`src/rtl/core/uri_authority_checker_macros.svh`:
```
// Assertion macros shared by the URI authority checker RTL.
// Every macro assumes a clock named aclk and an active-low reset named aresetn.
`ifndef URI_AUTHORITY_CHECKER_MACROS_SVH
`define URI_AUTHORITY_CHECKER_MACROS_SVH

// The consequent must hold in the same cycle as the antecedent.
`define UAC_ASSERT_SAME(label, ante, cons, msg) \
    label: assert property (@(posedge aclk) disable iff (!aresetn) (ante) |-> (cons)) \
        else $error(msg);

// The consequent must hold in the cycle after the antecedent.
`define UAC_ASSERT_NEXT(label, ante, cons, msg) \
    label: assert property (@(posedge aclk) disable iff (!aresetn) (ante) |=> (cons)) \
        else $error(msg);

`endif

```
`src/rtl/core/uac_pkg.sv`:
```
// Package for the URI authority checker: phase encoding, flag and result
// structures, character codes and register reset values. No dependencies.
`timescale 1ns / 1ps

package uac_pkg;

    localparam int MAP_W     = 32;
    localparam int CFG_IDX_W = 2;

    // Configuration register indexes.
    localparam logic [CFG_IDX_W-1:0] CFG_MAP_PUNCT = 2'd0;
    localparam logic [CFG_IDX_W-1:0] CFG_MAP_UPPER = 2'd1;
    localparam logic [CFG_IDX_W-1:0] CFG_MAP_LOWER = 2'd2;

    localparam logic [MAP_W-1:0] MAP_PUNCT_RESET = 32'hAFFF_FFFA;
    localparam logic [MAP_W-1:0] MAP_UPPER_RESET = 32'hAFFF_FFFF;
    localparam logic [MAP_W-1:0] MAP_LOWER_RESET = 32'h47FF_FFFE;

    // Byte ranges covered by the three maps, selected by bits 6:5.
    localparam logic [1:0] RANGE_PUNCT = 2'b01;
    localparam logic [1:0] RANGE_UPPER = 2'b10;
    localparam logic [1:0] RANGE_LOWER = 2'b11;

    localparam logic [7:0] CH_SLASH = 8'h2F;
    localparam logic [7:0] CH_QUERY = 8'h3F;
    localparam logic [7:0] CH_HASH  = 8'h23;
    localparam logic [7:0] CH_COLON = 8'h3A;
    localparam logic [7:0] CH_AT    = 8'h40;
    localparam logic [7:0] CH_LBRKT = 8'h5B;
    localparam logic [7:0] CH_RBRKT = 8'h5D;

    typedef enum logic [2:0] {
        PH_START  = 3'd0,
        PH_SCHEME = 3'd1,
        PH_AUTH   = 3'd2,
        PH_SLASH  = 3'd3,
        PH_HOST   = 3'd4,
        PH_PORT   = 3'd5,
        PH_IPV6   = 3'd6,
        PH_DONE   = 3'd7
    } phase_t;

    typedef struct packed {
        logic port;
        logic host;
        logic user;
        logic scheme;
    } flags_t;

    typedef struct packed {
        logic allowed;
        logic slash;
        logic colon;
        logic at;
        logic lbrkt;
        logic rbrkt;
        logic end_delim;
    } char_class_t;

    typedef struct packed {
        flags_t flags;
        logic   status;
    } result_t;

endpackage

```
`src/rtl/core/uac_parser.sv`:
```
// Phase machine of the URI checker: holds the parse phase and presence flags
// and decides per byte whether a result is due. Depends on uac_pkg.
`timescale 1ns / 1ps

module uac_parser import uac_pkg::*; (
    input  logic        aclk,
    input  logic        aresetn,
    input  logic        item_go,
    input  char_class_t cls,
    input  logic        is_last,
    output logic        emit,
    output result_t     result
);

    `include "uri_authority_checker_macros.svh"

    phase_t phase_reg, phase_next, phase_step;
    flags_t flags_reg, flags_next, flags_step;
    logic   bad;

    // Per-byte decision: stepped phase and flags, and whether a result falls.
    always_comb begin
        phase_step = phase_reg;
        flags_step = flags_reg;
        emit       = 1'b0;
        bad        = 1'b0;
        unique case (phase_reg)
            PH_DONE: begin
            end
            PH_SLASH: begin
                // The byte after "scheme:/" is not checked against the maps.
                if (cls.slash) begin
                    flags_step.scheme = 1'b1;
                    phase_step        = PH_HOST;
                end else begin
                    flags_step.port = 1'b1;
                    emit            = 1'b1;
                end
            end
            default: begin
                if (!cls.allowed) begin
                    emit = 1'b1;
                    bad  = 1'b1;
                end else begin
                    unique case (phase_reg)
                        PH_START: begin
                            if (cls.slash) begin
                                emit = 1'b1;
                            end else begin
                                flags_step.host = 1'b1;
                                priority if (cls.lbrkt) begin
                                    phase_step = PH_IPV6;
                                end else if (cls.colon) begin
                                    phase_step = PH_AUTH;
                                end else if (cls.at) begin
                                    flags_step.user = 1'b1;
                                    phase_step      = PH_HOST;
                                end else if (cls.end_delim) begin
                                    emit = 1'b1;
                                end else begin
                                    phase_step = PH_SCHEME;
                                end
                            end
                        end
                        PH_SCHEME: begin
                            priority if (cls.colon) begin
                                phase_step = PH_AUTH;
                            end else if (cls.at) begin
                                flags_step.user = 1'b1;
                                phase_step      = PH_HOST;
                            end else if (cls.end_delim) begin
                                emit = 1'b1;
                            end
                        end
                        PH_AUTH: begin
                            if (cls.slash) begin
                                if (is_last) begin
                                    flags_step.port = 1'b1;
                                end else begin
                                    phase_step = PH_SLASH;
                                end
                            end else begin
                                flags_step.port = 1'b1;
                                phase_step      = PH_PORT;
                            end
                        end
                        PH_HOST: begin
                            priority if (cls.at) begin
                                flags_step.user = 1'b1;
                            end else if (cls.lbrkt) begin
                                phase_step = PH_IPV6;
                            end else if (cls.colon) begin
                                flags_step.port = 1'b1;
                                phase_step      = PH_PORT;
                            end else if (cls.end_delim) begin
                                emit = 1'b1;
                            end
                        end
                        PH_PORT: begin
                            priority if (cls.at) begin
                                flags_step.port = 1'b0;
                                flags_step.user = 1'b1;
                                phase_step      = PH_HOST;
                            end else if (cls.lbrkt || cls.rbrkt || cls.colon) begin
                                emit = 1'b1;
                                bad  = 1'b1;
                            end else if (cls.end_delim) begin
                                flags_step.port = 1'b1;
                                emit            = 1'b1;
                            end
                        end
                        PH_IPV6: begin
                            priority if (cls.rbrkt) begin
                                phase_step = PH_HOST;
                            end else if (cls.at || cls.lbrkt || cls.end_delim) begin
                                emit = 1'b1;
                                bad  = 1'b1;
                            end
                        end
                        default: begin
                        end
                    endcase
                end
            end
        endcase
        // A URI that is still open reports at its last byte.
        if ((phase_reg != PH_DONE) && is_last) begin
            emit = 1'b1;
        end
    end

    always_comb begin
        result.status = bad;
        result.flags  = bad ? flags_t'('0) : flags_step;
    end

    // Next phase: after a result the rest of the URI is dropped until its last byte.
    always_comb begin
        phase_next = phase_reg;
        flags_next = flags_reg;
        priority if (!item_go) begin
            phase_next = phase_reg;
        end else if (is_last) begin
            phase_next = PH_START;
            flags_next = '0;
        end else if (phase_reg == PH_DONE) begin
            phase_next = PH_DONE;
        end else if (emit) begin
            phase_next = PH_DONE;
            flags_next = flags_step;
        end else begin
            phase_next = phase_step;
            flags_next = flags_step;
        end
    end

    always_ff @(posedge aclk) begin
        if (!aresetn) begin
            phase_reg <= PH_START;
            flags_reg <= '0;
        end else begin
            phase_reg <= phase_next;
            flags_reg <= flags_next;
        end
    end

    `UAC_ASSERT_SAME(a_done_silent, item_go && (phase_reg == PH_DONE), !emit,
        "a dropped byte produced a result")
    `UAC_ASSERT_NEXT(a_last_restarts, item_go && is_last,
        (phase_reg == PH_START) && (flags_reg == '0),
        "the parser did not return to start after the last byte")
    `UAC_ASSERT_SAME(a_bad_clears_flags, emit && result.status, result.flags == '0,
        "an invalid result carries presence flags")

endmodule

```
`config.mk`:
```
export PLATFORM = sky130hd
export DESIGN_NAME = uac_parser
export DESIGN_NICKNAME = d
export VERILOG_FILES = /design/src/rtl/core/uac_pkg.sv /design/src/rtl/core/uac_parser.sv
export VERILOG_INCLUDE_DIRS = /design/src /design/src/rtl/core
export SDC_FILE = /design/constraint.sdc
export NUM_CORES = 1
export LEC_CHECK = 0
export ABC_AREA = 1
export BUFFER_PORTS_ARGS = -buffer_cell sky130_fd_sc_hd__buf_2
export CORE_MARGIN = 8
export CORE_UTILIZATION = 50
export CTS_BUF_LIST = sky130_fd_sc_hd__clkbuf_2
export CTS_CLUSTER_DIAMETER = 150
export DETAILED_ROUTE_END_ITERATION = 12
export HOLD_SLACK_MARGIN = 0.03
export PLACE_DENSITY = 0.76
export SLEW_MARGIN = 20
export SYNTH_ARGS = -nofsm -noshare
export SYNTH_HDL_FRONTEND = slang
export SYNTH_SLANG_ARGS = --single-unit
```
`constraint.sdc`:
```
create_clock -name aclk -period 1.47 [get_ports aclk]
set_clock_uncertainty 0.15 [all_clocks]
set_input_delay 0.2205 -clock aclk [delete_from_list [all_inputs] [get_ports aclk]]
set_output_delay 0.2205 -clock aclk [all_outputs]
set_load 0.05 [all_outputs]
```
==> flow_summary_export.csv, run 1 <==
group,metric,value,unit
grt,grt_pass1_vias,1195,
timing,setup_viol,13,
setup_path,critPathRequiredTime,1.10,ns
clock_network,cts_sinks,7,
clock_network,htreeDepth,1,
power_and_ir_drop,powerDensity,575,nW/µm²
drt,final_antenna_net_count,0,
clock_network,cts_tree,"built",
setup_path,path_cells,"inv_4, nand2_4, o21ai_2, or2_1, nand2_2, a21oi_2, o21ai_1, nand2_1, nor2_4, buf_6",
power_and_ir_drop,peakVddDrop,625,µV
drt,vias_per_cell,5.69,
die,fp.dieH,57.2,µm
setup_path,crit_family,"simple AND/OR/NAND/NOR gates",
die,coreArea,1670,µm²
setup_path,arrival,1.64,ns
final_layout,fillers,113,
yosys,syn-instance-count,159,
setup_path,crit_buf_inv,2,
yosys,synth_edf_count,0,
timing,hold_viol_final,0,
clock_network,root_buffer,"clkbuf_2",
place,dpl.hpwl,2.32,mm
yosys,synth_cell_types,24,
yosys,seq_area_frac_synth,16.5,%
grt,grt_max_degree,11,
die,row_count,15,
yosys,syn_area_per_cell,5.34,µm²
clock_network,cts.path.max_buffers,2,
yosys,synth_area_leaders,"dfxtp_1, nand2_1, inv_1",
final_layout,final_nets,220,
power_and_ir_drop,total_power,797,µW
yosys,yosysTopAreaCellShare,16.5,%
run_status,violations,"setup timing",
final_layout,antenna_cells,0,
run,cap_violations,0,
setup_path,crit_fanout,7,
grt,grt_pass1_wl,5.15,mm
yosys,netlist_area,850,µm²
timing,setup_slack,-0.538,ns
timing,relSlewSlack,77.2,%
setup_path,critPathMaxStageDelay,0.42,ns
power_and_ir_drop,leakage,0.000687,µW
timing,fmax,498,MHz
setup_path,critPathLaunchType,"flip-flop",
setup_path,cp_slowest_cell,"dfxtp_4",
drt,post-route-drc-count,0,
clock_network,cts_made_buffers,3,
drt,firstDrtPassIters,4,
final_layout,post-route-util,83.0,%
timing,hold_ws,0.0870,ns
clock_network,path_clk_slew,0.06,ns
setup_path,crit_path_end_kind,"primary output",
setup_path,timing.rr.start,"phase_reg[1]",
clock_network,clk-insertion-delay-late,0.23,ns
final_layout,drive_above_1_share,43.3,%
die,die_x,57.2,µm
drt,drtIter0Drc,85,
hold_path,min_from,"aresetn",
yosys,syn_nets,170,
yosys,post-synth-top-area-cell,"dfxtp_1",
final_layout,area_growth_syn_to_layout,63.2,%
hold_path,hold_class,"input port to flip-flop",
drt,wl_per_cell,13.8,µm
yosys,yosys_register_bits,7,
die,start_util,50.9,%
timing,rsz0062_at_grt,"true",
final_layout,largest_reg_flops,4,
timing,min_period,2.01,ns
timing,worst_slew_pin_slew,0.342,ns
die,ioPinCount,17,
yosys,async_flop_share,0,%
timing,fin_crit_sh,137,%
setup_path,critPathLaunch,"phase_reg[1]",
place,portBuffers,16,
run_status,status,"finished, violations left",
setup_path,critPathKind,"flip-flop to primary output",
place,gp_congestion,0.941,
yosys,ys_warn_count,0,
drt,wirelength,3.11,mm
yosys,synth_ff_type,"dfxtp_1",
drt,vias,1280,
die,die_area,3270,µm²
timing,slew_viol_final,0,
grt,antenna_found_initial,0,
grt,grt-ovfl-total,0,
grt,grt_util_all_layers,19.1,%
-- area by class of cell --
cell class	instances	area [µm²]	area share, %
multi-input combinational	119	721	52.0
timing repair buffer	47	352	25.4
sequential	7	151	10.9
inverter	31	121	8.75
tap	17	21.3	1.53
clock buffer	4	20.0	1.44
-- synthesized netlist by cell type, types with 3 or more instances --
cell	count
nand2_1	33
inv_1	28
nor2_1	22
nand3_1	18
o21ai_0	12
a21oi_1	9
dfxtp_1	7
nor3_1	4
inv_2	3
o21ai_1	3
-- placed cells by master, fill, tap and decap left out, types with 2 or more instances in the layout --
cell,synthesis,layout
o21ai_2,1,3
buf_2,0,10
a21oi_2,0,2
nand4_1,2,2
nor3_1,4,4
nor2_2,1,4
nand2_2,2,4
inv_1,28,25
o21ai_1,3,5
o211ai_1,2,2
dfxtp_4,0,3
inv_4,0,2
buf_4,2,34
inv_2,3,4
o21ai_0,12,8
nor2_4,0,6
nand2_1,33,27
nand3_1,18,16
dfxtp_1,7,4
nor2_1,22,13
a21oi_1,9,7
clkbuf_2,0,4
nand3_2,2,4
nand2_4,0,4
-- cells by family after synthesis --
| kind of cell | count (synthesis) | share of synthesized area (%) |
|---|---|---|
| DFF | 7 | 16.5 |
| buffers and inverters | 33 | 15.5 |
| and+or+nand+nor | 87 | 46.7 |
| AOI/OAI and AO/OA | 32 | 21.4 |
-- through the flow --
stage	std cells	setup WS, ns	TNS [ns]	cell area (µm²)
after floorplan	159	-0.259	-1.26	948
after CTS	223	-0.536	-4.13	1350
final	225	-0.538	-4.25	1390
after detailed placement	218	-0.557	-4.35	1250
after global placement	218	-0.516	-3.85	1250
after global routing	225	-0.670	-5.62	1390
-- metal layers --
| layer | vias to the layer above | track usage, % | wire length, µm | share of wire (%) |
|---|---|---|---|---|
| met1 | 582 | 22.2 | 1210 | 39 |
| met5 | - | 0 | 0 | 0 |
| met4 | 0 | 3.93 | 34 | 1.1 |
| met3 | 9 | 5.16 | 274 | 8.8 |
| met2 | 65 | 34.0 | 1590 | 51 |
| li1 | 624 | - | - | - |
-- worst reg2reg max path, cell delays in order, from the launching register on --
cell	delay, ns
dfxtp_4	0.42
nand2_1	0.11
buf_4	0.17
o21ai_0	0.12
nand2_1	0.14
o21ai_1	0.13
inv_1	0.05
o21ai_0	0.08
nand4_1	0.13
nand2_1	0.07
nand3_1	0.07
nand2_1	0.06
nor2_1	0.03
-- power breakdown --
part           leakage (µW)  switching [µW]  internal (µW)
clock network     0.0000166            70.0           72.2
logic              0.000611             251            179
registers         0.0000590            25.4            199
total              0.000687             347            450
-- worst paths after layout --
| path | end | slack, ns | cells after the start |
|---|---|---|---|
| min | phase_reg[2] | 0.09 | 3 |
| max reg2reg | phase_reg[1] | -0.36 | 12 |
| min reg2reg | flags_reg[1] | 0.36 | 2 |
| max | result[4] | -0.54 | 10 |
-- repair_timing --
item	4_1_cts	5_1_grt
resized for setup	23	8
pin swaps	9	3
endpoints found under the setup margin	13	13
buffers inserted	1	2
hold buffers	0	0
(Power assumes the default switching activity.)
==> run 2: changes to the inputs <==
Settings changed: MAX_ROUTING_LAYER set to met4.
==> flow_summary_export.csv, run 2 (synthesized netlist as in run 1, its figures left out) <==
group,metric,value,unit
final_layout,post-route-util,92.4,%
die,die_area,3270,µm²
final_layout,fillers,64,
timing,setup_slack,-0.595,ns
clock_network,cts_made_buffers,3,
place,place_inst,220,
run_status,violations,"setup timing",
power_and_ir_drop,powerDensity,584,nW/µm²
setup_path,critPathMaxStageDelay,0.39,ns
die,fp.dieH,57.2,µm
clock_network,cts_tree,"built",
setup_path,critPathRequiredTime,1.10,ns
timing,worst_slew_pin_slew,0.287,ns
setup_path,arrival,1.69,ns
place,post-place-ws,-0.600,ns
drt,drtIter0Drc,148,
clock_network,cts.path.max_buffers,2,
grt,grt_max_degree,10,
run,cap_violations,0,
grt,grt_pass1_wl,6.00,mm
place,dpl.hpwl,2.39,mm
clock_network,path_clk_slew,0.07,ns
die,coreArea,1670,µm²
timing,fin_crit_sh,141,%
hold_path,hold_class,"input port to flip-flop",
grt,grt_pass1_vias,1289,
final_layout,drive_above_1_share,52.8,%
final_layout,largest_reg_flops,4,
final_layout,finalNonFillerCells,233,
setup_path,critPathLaunchType,"flip-flop",
final_layout,layout_commonest_cell,"buf_4",
drt,vias,1474,
clock_network,cts_sinks,7,
setup_path,crit_fanout,5,
final_layout,final_nets,228,
drt,vias_per_cell,6.33,
place,gp_congestion,0.949,
timing,hold_ws,0.0790,ns
final_layout,antenna_cells,0,
drt,wirelength,4.26,mm
final_layout,area_growth_syn_to_layout,81.7,%
hold_path,hold_end,"phase_reg[1]",
final_layout,mostFrequentLayoutCells,"buf_4, nand2_1, inv_1, nand3_1, buf_2",
drt,final_antenna_net_count,0,
grt,grt_util_all_layers,23.2,%
die,die_x,57.2,µm
timing,min_period,2.07,ns
drt,firstDrtPassIters,5,
grt,grt-ovfl-total,0,
setup_path,path_cells,"nor2_4, buf_4, inv_1, nor2_1, nor2_1, nand3_1, nand2_4, nand2_4, buf_6",
setup_path,critPathKind,"flip-flop to primary output",
setup_path,crit_path_end_kind,"primary output",
die,ioPinCount,17,
timing,rsz0062_at_grt,"true",
clock_network,htreeDepth,1,
timing,setup_viol,13,
run_status,status,"finished, violations left",
timing,setup_tns,-5.38,ns
timing,fmax,484,MHz
grt,antenna_found_initial,0,
die,row_count,15,
hold_path,min_path_cells,3,
timing,hold_viol_final,0,
final_layout,ff_latch_area,151,µm²
setup_path,crit_buf_inv,3,
setup_path,crit_family,"simple AND/OR/NAND/NOR gates",
die,start_util,50.9,%
timing,slew_viol_final,0,
hold_path,min_from,"aresetn",
clock_network,clk-insertion-delay-late,0.24,ns
timing,relSlewSlack,80.9,%
final_layout,multi_input_area,792,µm²
power_and_ir_drop,peakVddDrop,580,µV
setup_path,worstRegToRegCells,12,
drt,post-route-drc-count,0,
setup_path,reg2reg_to,"phase_reg[2]",
power_and_ir_drop,leakage,0.000759,µW
setup_path,timing.rr.start,"phase_reg[0]",
setup_path,rrSetupSlack,-0.46,ns
place,portBuffers,16,
clock_network,root_buffer,"clkbuf_2",
setup_path,cp_slowest_cell,"dfxtp_4",
drt,wl_per_cell,18.3,µm
run 2: cell count changes in the layout (fill, tap and decap cells not counted), moves of 2 or more:
cell	previous run	this run
buf_6	1	8
nand2_1	27	24
nand3_1	16	13
nand3_2	4	7
nor2_1	13	10
o21ai_2	3	6
inv_1	25	23
nand2_2	4	6
nor2_4	6	8
o21ai_0	8	6
run 2: worst max-delay path by stage:
stage / startpoint / to / cells past startpoint / slack, ns
final: phase_reg[0] / emit / 9 / -0.60
after global routing: phase_reg[0] / emit / 9 / -0.69
after CTS: phase_reg[0] / result[4] / 10 / -0.55
after detailed placement: cls[2] / result[4] / 10 / -0.60
after global placement: cls[2] / result[4] / 10 / -0.52
after floorplan: phase_reg[1] / result[4] / 9 / -0.26
run 2: timing repair:
item                                    in CTS  in global routing
endpoints found under the setup margin      13                 13
hold buffers                                 0                  0
pin swaps                                    9                 11
gates resized for setup                     25                 38
cloned                                       0                  0
buffers inserted                            10                  3
run 2: report_power, final:
part	internal (µW)	switching, µW	total, µW	leakage [µW]
Sequential	199	25.9	225	0.0000590
Clock	72.2	77.5	150	0.0000166
Combinational	217	311	528	0.000684
run 2: cell type report:
| class | count | share of cell area [%] |
|---|---|---|
| multi-input combinational | 119 | 51.3 |
| timing repair buffer | 55 | 28.2 |
| sequential | 7 | 9.81 |
| tap | 17 | 1.38 |
| inverter | 31 | 8.02 |
| clock buffer | 4 | 1.30 |
run 2: layer usage:
metal	global-route usage [%]	share of wire, %	vias up
li1	-	-	637
met1	26.9	39	666
met2	37.2	45	135
met3	6.28	11	36
met4	8.93	5.0	0
met5	-	0	-
run 2: worst register-to-register path, delay by kind of cell, from the launching register on:
family / cells / cell delay [ns]
buffers and inverters: 2 / 0.19
AO/OA/AOI/OAI: 1 / 0.12
flip-flops: 1 / 0.43
AND/OR/NAND/NOR: 9 / 0.93
run 2: through the flow:
stage | power [µW] | cell area, µm²
2_1_floorplan | 464 | 948
3_3_place_gp | 602 | 1260
3_5_place_dp | 613 | 1260
4_1_cts | 803 | 1420
5_1_grt | 946 | 1540
6_report | 902 | 1540
==> run 3: changes to the inputs <==
Settings changed: ABC_AREA 1 to unset.
==> flow_summary_export.csv, run 3 <==
group,metric,value,unit
setup_path,crit_path_end_kind,"primary output",
run_status,violations,"setup timing",
clock_network,cts.path.max_buffers,2,
die,die_x,57.4,µm
drt,post-route-drc-count,0,
die,start_util,51.2,%
setup_path,path_cells,"nand2_4, or3_4, a21boi_4, buf_12, nor2_4, buf_6",
timing,relSlewSlack,70.0,%
grt,grt_max_degree,14,
grt,grt_pass1_wl,5.02,mm
final_layout,antenna_cells,0,
grt,antenna_found_initial,0,
yosys,yosys_register_bits,7,
timing,min_period,1.95,ns
power_and_ir_drop,total_power,948,µW
setup_path,timing.rr.start,"phase_reg[0]",
yosys,synth_edf_count,0,
power_and_ir_drop,seq_power_share,23.5,%
clock_network,cts_made_buffers,3,
drt,vias,1208,
final_layout,mostFrequentLayoutCells,"buf_4, nor2_1, buf_2, buf_6",
timing,fin_crit_sh,133,%
yosys,synth_area_leaders,"dfxtp_1, nor2b_1, nor2_1",
hold_path,min_path_cells,2,
yosys,ys_warn_count,0,
clock_network,clk-insertion-delay-late,0.22,ns
final_layout,drive_above_1_share,57.6,%
yosys,post-synth-top-area-cell,"dfxtp_1",
power_and_ir_drop,clkPwrFrac,14.7,%
yosys,yosysMostFrequentCell,"nor2_1",
timing,setup_viol,11,
place,post-place-ws,-0.461,ns
place,gp_congestion,0.929,
power_and_ir_drop,switchingPower,391,µW
grt,grt_pass1_vias,1133,
hold_path,hold_class,"input port to flip-flop",
run,cap_violations,0,
timing,worst_slew_pin_slew,0.443,ns
final_layout,largest_reg_flops,4,
setup_path,critPathKind,"flip-flop to primary output",
clock_network,htreeDepth,1,
hold_path,hold_end,"flags_reg[3]",
setup_path,crit_fanout,6,
clock_network,root_buffer,"clkbuf_2",
power_and_ir_drop,leakage,0.000610,µW
die,row_count,15,
setup_path,arrival,1.58,ns
power_and_ir_drop,powerDensity,629,nW/µm²
yosys,netlist_area,856,µm²
run_status,status,"finished, violations left",
timing,slew_viol_final,0,
yosys,synth_ff_type,"dfxtp_1",
yosys,syn_area_per_cell,7.01,µm²
power_and_ir_drop,peakVddDrop,590,µV
final_layout,area_growth_syn_to_layout,76.0,%
die,fp.dieH,57.4,µm
drt,firstDrtPassIters,5,
yosys,syn_nets,133,
clock_network,cts_sinks,7,
drt,drtIter0Drc,50,
setup_path,critPathRequiredTime,1.10,ns
timing,rsz0062_at_grt,"true",
final_layout,layout_commonest_cell,"buf_4",
yosys,seq_area_frac_synth,16.4,%
setup_path,rrSetupSlack,-0.40,ns
timing,fmax,512,MHz
yosys,yosysTopAreaCellShare,16.4,%
yosys,synth_cell_types,43,
power_and_ir_drop,swShare,41.2,%
power_and_ir_drop,internal_power,557,µW
yosys,async_flop_share,0,%
place,portBuffers,16,
clock_network,cts_tree,"built",
setup_path,critPathLaunchType,"flip-flop",
timing,hold_viol_final,0,
yosys,syn-instance-count,122,
die,ioPinCount,17,
clock_network,path_clk_slew,0.08,ns
drt,vias_per_cell,6.46,
drt,wl_per_cell,19.1,µm
hold_path,min_from,"aresetn",
die,coreArea,1670,µm²
power_and_ir_drop,pwr-share-comb,61.8,%
drt,final_antenna_net_count,0,
setup_path,critPathMaxStageDelay,0.41,ns
grt,grt-ovfl-total,0,
drt,wirelength,3.57,mm
place,dpl.hpwl,2.27,mm
final_layout,post-route-util,90.2,%
setup_path,cp_slowest_cell,"dfxtp_4",
final_layout,final_nets,182,
yosys,ys_top_cells_by_count,"nor2_1, a21oi_1, nor2b_1, nand2_1, dfxtp_1",
timing,setup_slack,-0.484,ns
grt,grt_util_all_layers,19.2,%
setup_path,reg2reg_to,"phase_reg[0]",
setup_path,worstRegToRegCells,8,
die,die_area,3290,µm²
-- run 3: layout make-up --
type                    count  area (µm²)
clock buffers               4        20.0
fillers                    77         164
inverters                   5        18.8
multi-input cells         101         853
flip-flops and latches      7         151
well taps                  17        21.3
repair buffers             53         442
-- run 3: metal layers --
layer	track usage [%]	share of wire [%]	wire, µm
met1	20.2	39	1400
met2	34.6	51	1810
met3	3.14	7.4	263
met4	8.21	2.7	97
met5	-	0	0
-- run 3: worst max-delay path: cells and delay by family, from the launching register on --
family / cells / cell delay (ns)
AND/OR/NAND/NOR: 3 / 0.46
buffers and inverters: 2 / 0.30
AO/OA/AOI/OAI: 1 / 0.18
flip-flops: 1 / 0.41
-- run 3: power by group through the flow --
stage / Clock, µW / Combinational [µW] / Sequential [µW]
2_1_floorplan: 0 / 297 / 212
3_3_place_gp: 0 / 421 / 223
3_5_place_dp: 0 / 432 / 223
4_1_cts: 143 / 494 / 220
5_1_grt: 151 / 621 / 223
6_report: 139 / 585 / 223
-- run 3: what timing repair did --
item                                    in CTS  in global routing
hold buffers                                 0                  0
setup buffers                                5                  2
pin swaps                                    4                  9
gates cloned                                 0                  0
endpoints found under the setup margin      11                 12
hold endpoints to repair                     0                  0
resized for setup                           29                 25
-- run 3: kinds of logic (layout without fill, tap and decap cells) --
kind of cell,after synthesis,after routing,share of synthesized area [%]
buf+inv,14,62,7.89
compound gates,45,45,38.0
simple gates,53,53,34.1
flops,7,7,16.4
mux,3,3,3.65
-- run 3: stage by stage --
stage | setup TNS (ns) | instance area (µm²) | cells | hold WS, ns
floorplan | -2.21 | 948 | 122 | 0.192
global route | -4.87 | 1510 | 187 | 0.150
CTS | -4.18 | 1390 | 186 | 0.137
detailed placement | -4.27 | 1230 | 177 | 0.310
global placement | -3.90 | 1230 | 177 | 0.303
finish | -4.21 | 1510 | 187 | 0.147
-- run 3: how the worst max path moves through the flow --
stage                       from           end  slack (ns)
global placement          cls[2]  phase_reg[0]       -0.43
detailed placement        cls[2]  phase_reg[0]       -0.46
CTS                 phase_reg[0]     result[1]       -0.47
global route        phase_reg[1]     result[1]       -0.57
finish              phase_reg[0]     result[1]       -0.48
floorplan           phase_reg[0]     result[0]       -0.29
